### config.mk
export PLATFORM = sky130hd
export DESIGN_NAME = priority_schedule_wait_times
export DESIGN_NICKNAME = d
export VERILOG_FILES = /design/src/psw_pkg.sv /design/src/psw_ram.sv /design/src/priority_schedule_wait_times.sv
export SDC_FILE = /design/constraint.sdc
export NUM_CORES = 1
export LEC_CHECK = 0
export BUFFER_PORTS_ARGS = -buffer_cell sky130_fd_sc_hd__buf_2
export CORE_ASPECT_RATIO = 0.9
export CORE_MARGIN = 10
export CORE_UTILIZATION = 62
export DETAILED_ROUTE_END_ITERATION = 6
export PLACE_DENSITY = 0.85
export RECOVER_POWER = 25
export SYNTH_ARGS = -nofsm -noshare
export SYNTH_HDL_FRONTEND = slang
export SYNTH_SLANG_ARGS = --single-unit
export TNS_END_PERCENT = 10
### constraint.sdc
create_clock -name clk -period 7.3 [get_ports clk]
set_input_delay 0 -clock clk [delete_from_list [all_inputs] [get_ports clk]]
set_output_delay 0 -clock clk [all_outputs]
set_load 0.01 [all_outputs]
### src/psw_pkg.sv
// Package with constants, payload types and state codes of the priority scheduler.
package psw_pkg;

    localparam int MAX_PROCS = 32;
    localparam int IDX_W = (MAX_PROCS > 1) ? $clog2(MAX_PROCS) : 1;
    localparam int CNT_W = $clog2(MAX_PROCS + 1);
    localparam int KEY_W = 8 + IDX_W;

    typedef struct packed {
        logic [15:0] burst;
        logic [7:0]  prio;
        logic        final_item;
    } req_t;

    typedef struct packed {
        logic [5:0]  proc_id;
        logic [7:0]  prio_out;
        logic [15:0] burst_out;
        logic [20:0] wait_time;
        logic [20:0] turnaround;
        logic [24:0] wait_total;
        logic [25:0] turnaround_total;
        logic [5:0]  proc_count;
        logic        dropped;
        logic        last_out;
    } rslt_t;

    typedef struct packed {
        logic [15:0] burst;
        logic [7:0]  prio;
    } entry_t;

    localparam int ENTRY_W = $bits(entry_t);

    typedef enum logic {
        ST_IDLE,
        ST_SCAN
    } state_t;

endpackage

### src/psw_ram.sv
// Generic single-port-write, single-port-read RAM with registered read data.
module psw_ram #(
    parameter int WIDTH = 8,
    parameter int DEPTH = 16
) (
    input  logic                                   clk,
    input  logic                                   wr_en,
    input  logic [(DEPTH > 1 ? $clog2(DEPTH) : 1)-1:0] wr_addr,
    input  logic [WIDTH-1:0]                       wr_data,
    input  logic                                   rd_en,
    input  logic [(DEPTH > 1 ? $clog2(DEPTH) : 1)-1:0] rd_addr,
    output logic [WIDTH-1:0]                       rd_data
);

    logic [WIDTH-1:0] mem [DEPTH];

    always_ff @(posedge clk)
    begin
        if (wr_en)
        begin
            mem[wr_addr] <= wr_data;
        end
        if (rd_en)
        begin
            rd_data <= mem[rd_addr];
        end
    end

endmodule

### src/priority_schedule_wait_times.sv
// Top level of the nonpreemptive priority scheduler with wait and turnaround times.
//
// A request is taken at a rising edge with start high and busy low. Each request
// stores one process (burst, priority) in the entry RAM, numbered 1 upward in
// arrival order; requests beyond the table capacity are dropped and flagged. A
// request with final_item set closes the batch and raises busy.
// The block then emits every stored process in ascending priority order, equal
// priorities in arrival order. Each result is found by one full scan of the
// loaded entries in the RAM, one read per cycle, for the smallest (priority,
// number) key above the previously emitted one; the RAM has a single read port.
// Requests can be loaded back to back while busy is low.
// Each result is shown for one cycle with strobe high and cannot be stalled.
// The last result carries last_out and the batch totals; busy then falls and
// the table is empty for the next batch.
// Reset clears the count, the overflow flag and the controller; the RAM
// contents are not cleared, since only entries of the current batch are read.
module priority_schedule_wait_times (
    input  logic            clk,
    input  logic            rst_n,
    input  logic            start,
    output logic            busy,
    input  psw_pkg::req_t   req,
    output logic            strobe,
    output psw_pkg::rslt_t  rslt
);

    psw_pkg::state_t             state_reg, state_next;
    logic [psw_pkg::CNT_W-1:0]   count_reg, count_next;
    logic                        ovf_reg, ovf_next;
    logic [psw_pkg::CNT_W-1:0]   issue_reg, issue_next;
    logic [psw_pkg::CNT_W-1:0]   emitted_reg, emitted_next;
    logic                        pend_reg;
    logic [psw_pkg::IDX_W-1:0]   pend_idx_reg;
    logic                        first_reg, first_next;
    logic [psw_pkg::KEY_W-1:0]   prev_key_reg, prev_key_next;
    logic                        best_valid_reg, best_valid_next;
    logic [psw_pkg::KEY_W-1:0]   best_key_reg, best_key_next;
    psw_pkg::entry_t             best_entry_reg, best_entry_next;
    logic [20:0]                 wait_reg, wait_next;
    logic [24:0]                 wsum_reg, wsum_next;
    logic [25:0]                 tsum_reg, tsum_next;
    logic                        strobe_reg, strobe_next;
    psw_pkg::rslt_t              rslt_reg, rslt_next;

    logic                        wr_en;
    logic                        rd_en;
    logic [psw_pkg::IDX_W-1:0]   rd_addr;
    psw_pkg::entry_t             wr_entry;
    psw_pkg::entry_t             rd_entry;
    logic [psw_pkg::KEY_W-1:0]   cand_key;
    logic                        take;
    logic [20:0]                 ta;
    logic                        last;

    assign wr_entry = '{burst: req.burst, prio: req.prio};
    assign rd_addr  = issue_reg[psw_pkg::IDX_W-1:0];

    psw_ram #(
        .WIDTH (psw_pkg::ENTRY_W),
        .DEPTH (psw_pkg::MAX_PROCS)
    ) u_ram (
        .clk     (clk),
        .wr_en   (wr_en),
        .wr_addr (count_reg[psw_pkg::IDX_W-1:0]),
        .wr_data (wr_entry),
        .rd_en   (rd_en),
        .rd_addr (rd_addr),
        .rd_data (rd_entry)
    );

    always_ff @(posedge clk or negedge rst_n)
    begin
        if (!rst_n)
        begin
            state_reg      <= psw_pkg::ST_IDLE;
            count_reg      <= '0;
            ovf_reg        <= 1'b0;
            issue_reg      <= '0;
            emitted_reg    <= '0;
            pend_reg       <= 1'b0;
            first_reg      <= 1'b1;
            best_valid_reg <= 1'b0;
            strobe_reg     <= 1'b0;
        end
        else
        begin
            state_reg      <= state_next;
            count_reg      <= count_next;
            ovf_reg        <= ovf_next;
            issue_reg      <= issue_next;
            emitted_reg    <= emitted_next;
            pend_reg       <= rd_en;
            first_reg      <= first_next;
            best_valid_reg <= best_valid_next;
            strobe_reg     <= strobe_next;
        end
    end

    always_ff @(posedge clk)
    begin
        pend_idx_reg   <= rd_addr;
        prev_key_reg   <= prev_key_next;
        best_key_reg   <= best_key_next;
        best_entry_reg <= best_entry_next;
        wait_reg       <= wait_next;
        wsum_reg       <= wsum_next;
        tsum_reg       <= tsum_next;
        rslt_reg       <= rslt_next;
    end

    always_comb
    begin
        state_next      = state_reg;
        count_next      = count_reg;
        ovf_next        = ovf_reg;
        issue_next      = issue_reg;
        emitted_next    = emitted_reg;
        first_next      = first_reg;
        prev_key_next   = prev_key_reg;
        best_valid_next = best_valid_reg;
        best_key_next   = best_key_reg;
        best_entry_next = best_entry_reg;
        wait_next       = wait_reg;
        wsum_next       = wsum_reg;
        tsum_next       = tsum_reg;
        strobe_next     = 1'b0;
        rslt_next       = rslt_reg;
        wr_en           = 1'b0;
        rd_en           = 1'b0;
        cand_key        = {rd_entry.prio, pend_idx_reg};
        take            = pend_reg && (first_reg || cand_key > prev_key_reg)
                          && (!best_valid_reg || cand_key < best_key_reg);
        ta              = '0;
        last            = 1'b0;

        unique case (state_reg)
            psw_pkg::ST_IDLE:
            begin
                if (start)
                begin
                    if (count_reg < psw_pkg::CNT_W'(psw_pkg::MAX_PROCS))
                    begin
                        wr_en      = 1'b1;
                        count_next = count_reg + 1'b1;
                    end
                    else
                    begin
                        ovf_next = 1'b1;
                    end
                    if (req.final_item)
                    begin
                        state_next      = psw_pkg::ST_SCAN;
                        issue_next      = '0;
                        emitted_next    = '0;
                        first_next      = 1'b1;
                        best_valid_next = 1'b0;
                        wait_next       = '0;
                        wsum_next       = '0;
                        tsum_next       = '0;
                    end
                end
            end
            psw_pkg::ST_SCAN:
            begin
                if (issue_reg < count_reg)
                begin
                    rd_en      = 1'b1;
                    issue_next = issue_reg + 1'b1;
                end
                if (take)
                begin
                    best_valid_next = 1'b1;
                    best_key_next   = cand_key;
                    best_entry_next = rd_entry;
                end
                if (pend_reg && pend_idx_reg == psw_pkg::IDX_W'(count_reg - 1'b1))
                begin
                    ta   = wait_reg + 21'(best_entry_next.burst);
                    last = (emitted_reg + 1'b1) == count_reg;
                    wsum_next = wsum_reg + 25'(wait_reg);
                    tsum_next = tsum_reg + 26'(ta);
                    rslt_next.proc_id    = 6'(best_key_next[psw_pkg::IDX_W-1:0]) + 6'd1;
                    rslt_next.prio_out   = best_entry_next.prio;
                    rslt_next.burst_out  = best_entry_next.burst;
                    rslt_next.wait_time  = wait_reg;
                    rslt_next.turnaround = ta;
                    rslt_next.wait_total       = last ? wsum_next : '0;
                    rslt_next.turnaround_total = last ? tsum_next : '0;
                    rslt_next.proc_count = 6'(count_reg);
                    rslt_next.dropped    = ovf_reg;
                    rslt_next.last_out   = last;
                    strobe_next     = 1'b1;
                    wait_next       = ta;
                    emitted_next    = emitted_reg + 1'b1;
                    issue_next      = '0;
                    first_next      = 1'b0;
                    prev_key_next   = best_key_next;
                    best_valid_next = 1'b0;
                    if (last)
                    begin
                        state_next = psw_pkg::ST_IDLE;
                        count_next = '0;
                        ovf_next   = 1'b0;
                    end
                end
            end
            default:
            begin
                state_next = psw_pkg::ST_IDLE;
            end
        endcase
    end

    assign busy   = (state_reg != psw_pkg::ST_IDLE);
    assign strobe = strobe_reg;
    assign rslt   = rslt_reg;

`ifndef SYNTHESIS
    a_final_raises_busy: assert property (@(posedge clk) disable iff (!rst_n)
        start && !busy && req.final_item |=> busy)
        else $error("final request did not start the drain");

    a_last_ends_batch: assert property (@(posedge clk) disable iff (!rst_n)
        strobe && rslt.last_out |-> !busy && count_reg == '0)
        else $error("batch not closed after last result");

    a_read_in_range: assert property (@(posedge clk) disable iff (!rst_n)
        rd_en |-> issue_reg < count_reg)
        else $error("read beyond loaded entries");

    a_count_bound: assert property (@(posedge clk) disable iff (!rst_n)
        count_reg <= psw_pkg::CNT_W'(psw_pkg::MAX_PROCS))
        else $error("entry count above capacity");
`endif

endmodule

==> flow_summary.toml <==
[placement]
dp_cells = 3333
place_hpwl_microns = 59500
port_buffers = 160
gp_congestion = 0.909

[die]
die_area_sq_um = 82000
die_h_microns = 273
io_pins = 161
initial_utilization = 0.627
placement_rows = 92
core_sq_um = 70100
die_x_microns = 301

[layout]
instances_no_fill = 3555
area_growth_pct = 13.7
layout-drive-gt1-share = 0.250
largest_register_ff_count = 768
final_util = 0.713
final_nets = 2652

[yosys]
async_reset_ff_frac = 0.0223
synth-seq-cells = 1074
yosysUniqueCellTypes = 66
synth_edf_count = 1045
syn_avg_cell_area_sq_um = 19.3
syn_area_sq_um = 44000
synth_warnings = 0
synth_nets = 2405
ys_seq_area_frac = 0.730
ys.flop_type = "edfxtp_1"
synthCells = 2278

[worst_setup_path]
worstSetupPathType = "flop to flop"
crit_buf_inv = 2
path_max_fanout = 12
cp_common_cell = "a21oi_1"
cp.arrival_ns = 7.30
r2r_end = "tsum_reg[23]"
crit_family = "compound AO/OA/AOI/OAI gates"
r2r-start = "u_ram.rd_data[5]"
cp-startpoint = "u_ram.rd_data[5]"
start_kind = "flop"
critPathSlowestCell = "o31ai_1"
endpoint = "tsum_reg[23]"
ff2ff_path_depth = 25
reg2reg_setup_slack_ns = 0.37
cp.depth = 25
critPathRequiredTime_ns = 7.67
critPathMaxStageDelay_ns = 0.46
worstSetupEndpointType = "flop"

[drt]
drt_pass1_iterations = 5
route.detailed.drc = 0
routed_wl_microns = 114000
num_vias = 24000
wl_per_cell_microns = 32.0
drt_iter0_drc = 3162
via_per_inst = 6.76
ant_nets = 0

[clocking]
clock-sinks = 1074
cts_buffer_depth = 3
clkTransAtPathRegs_ns = 0.06
cts_buffers = 100
clock_latency_ns = 0.68
clock-root-buffer = "clkbuf_16"
cts_tree = "built"
htreeDepth = 3

[run]
maxCapViolCount = 0

[timing]
timing.fmax_ghz = 0.144
clock_skew_ns = 0.0397
setup_viol = 0
rsz0062_at_grt = "no"
tns_ns = 0
period_share = 0.950
period_needed_ns = 6.93
drv_slew = 0
hold_viol = 0
worst_pin_slew_ns = 1.39
slew_headroom = 0.0740

[global_route]
grt_max_degree = 158
grt_pass1_wl_microns = 166000
first_global_vias = 24400
grtUsageTotal = 0.277
grt-ovfl-total = 0
grt_antenna_before_repair = 8

[pwr]
vdd_drop_max_v = 0.000427
cellLeakagePower_uw = 0.0167
p_per_area_nw_per_um2 = 527

[worst_hold_path]
holdCritPathClass = "input port to flop"

[run_status]
outcome = "completed"
==> cells by family after synthesis <==
family          Yosys count  share of synthesized area
compound gates          235                     0.0343
mux                     302                      0.139
fa+ha+maj                99                     0.0287
flops                  1074                      0.730
xor+xnor                 77                     0.0153
buf+inv                 141                     0.0126
simple gates            350                     0.0407
==> Yosys cell counts (3+ instances only) <==
cell type / instances / area, sq um
nand2b_1: 15 / 93.8
inv_1: 54 / 203
mux4_2: 240 / 5410
or2_1: 3 / 18.8
o21a_1: 9 / 67.6
nand2_1: 55 / 206
mux2i_1: 4 / 40.0
ha_1: 96 / 1200
clkbuf_1: 49 / 184
o211ai_1: 6 / 45.0
buf_2: 19 / 95.1
o21ai_0: 14 / 70.1
dfrtp_1: 23 / 576
xnor2_1: 45 / 394
nor4_1: 4 / 25.0
a31oi_1: 7 / 43.8
a41oi_1: 4 / 35.0
a21o_1: 32 / 240
nand4_1: 8 / 50.1
nand3_1: 24 / 120
a21boi_1: 3 / 22.5
o21bai_1: 6 / 45.0
mux2_2: 25 / 282
nor2_1: 92 / 345
fa_1: 3 / 60.1
a211oi_1: 14 / 105
o21ai_1: 44 / 220
edfxtp_1: 1045 / 31400
nor2b_1: 14 / 87.6
and2_1: 92 / 576
xor2_1: 32 / 280
dfxtp_1: 5 / 100
a21oi_1: 68 / 340
o31ai_1: 7 / 52.6
buf_1: 16 / 60.1
mux2_1: 33 / 372
or3_1: 9 / 56.3
and3_1: 11 / 68.8
nor3_1: 15 / 75.1
==> cell type report <==
type / count / area [sq um]
Antenna cell: 2 / 5.00
Inverter: 57 / 220
Clock inverter: 76 / 951
Multi-Input combinational cell: 1063 / 11600
Timing Repair Buffer: 229 / 1390
Sequential cell: 1074 / 32100
Tap cell: 940 / 1180
Clock buffer: 114 / 2610
Fill cell: 3892 / 20100
==> where the power goes <==
part,switching [uW],internal [uW]
registers,589,8600
clock network,2380,3270
logic,6530,4980
total,9510,16900
==> tightest hold or removal path: stages <==
cell,delay [ns]
dlygate4sd3_1,0.53
buf_2,0.17
a21oi_1,0.08
o21ai_1,0.13
==> cells in the final DEF (no fill, tap or decap), types with 37 or more instances in the layout <==
| master | synthesis | routed |
|---|---|---|
| nor2_1 | 92 | 60 |
| buf_2 | 19 | 139 |
| xnor2_1 | 45 | 45 |
| inv_1 | 54 | 53 |
| o21ai_1 | 44 | 44 |
| buf_4 | 0 | 37 |
| mux4_2 | 240 | 240 |
| clkbuf_16 | 0 | 102 |
| ha_1 | 96 | 96 |
| a21oi_1 | 68 | 68 |
| edfxtp_1 | 1045 | 1045 |
| nand2_1 | 55 | 55 |
| and2_1 | 92 | 92 |
==> layer usage <==
metal	GRT usage	share of wire
met3	0.0668	0.11
met4	0.109	0.041
met2	0.442	0.49
met5	0	0.00034
met1	0.368	0.36
==> how the worst min path moves through the flow <==
stage,start,endpoint,slack (ns),depth (start not counted)
3_3_place_gp,rst_n,strobe,0.01,1
3_5_place_dp,rst_n,strobe,0.03,1
4_1_cts,start,ovf_reg,0.28,4
6_report,start,ovf_reg,0.30,4
5_1_grt,start,ovf_reg,0.32,4
2_1_floorplan,rst_n,best_valid_reg,-0.30,0
==> timing repair <==
item,4_1_cts,5_1_grt
endpoints found under the hold margin,801,0
hold buffers,30,0
resized for setup,0,2
endpoints found under the setup margin,0,12
buffers inserted,0,0
==> metrics by stage <==
stage | worst slack, ns | total power, uW | hold slack, ns | cell area [sq um]
global placement | 0.589 | 20000 | 0.0129 | 46200
CTS | 0.327 | 26300 | 0.283 | 50000
floorplan | 1.18 | 17300 | -0.296 | 44000
finish | 0.368 | 26400 | 0.299 | 50000
detailed placement | 0.416 | 20500 | 0.0258 | 46200
global route | 0.00302 | 27700 | 0.319 | 50000
No activity file was read; power rests on OpenSTA's default activity.
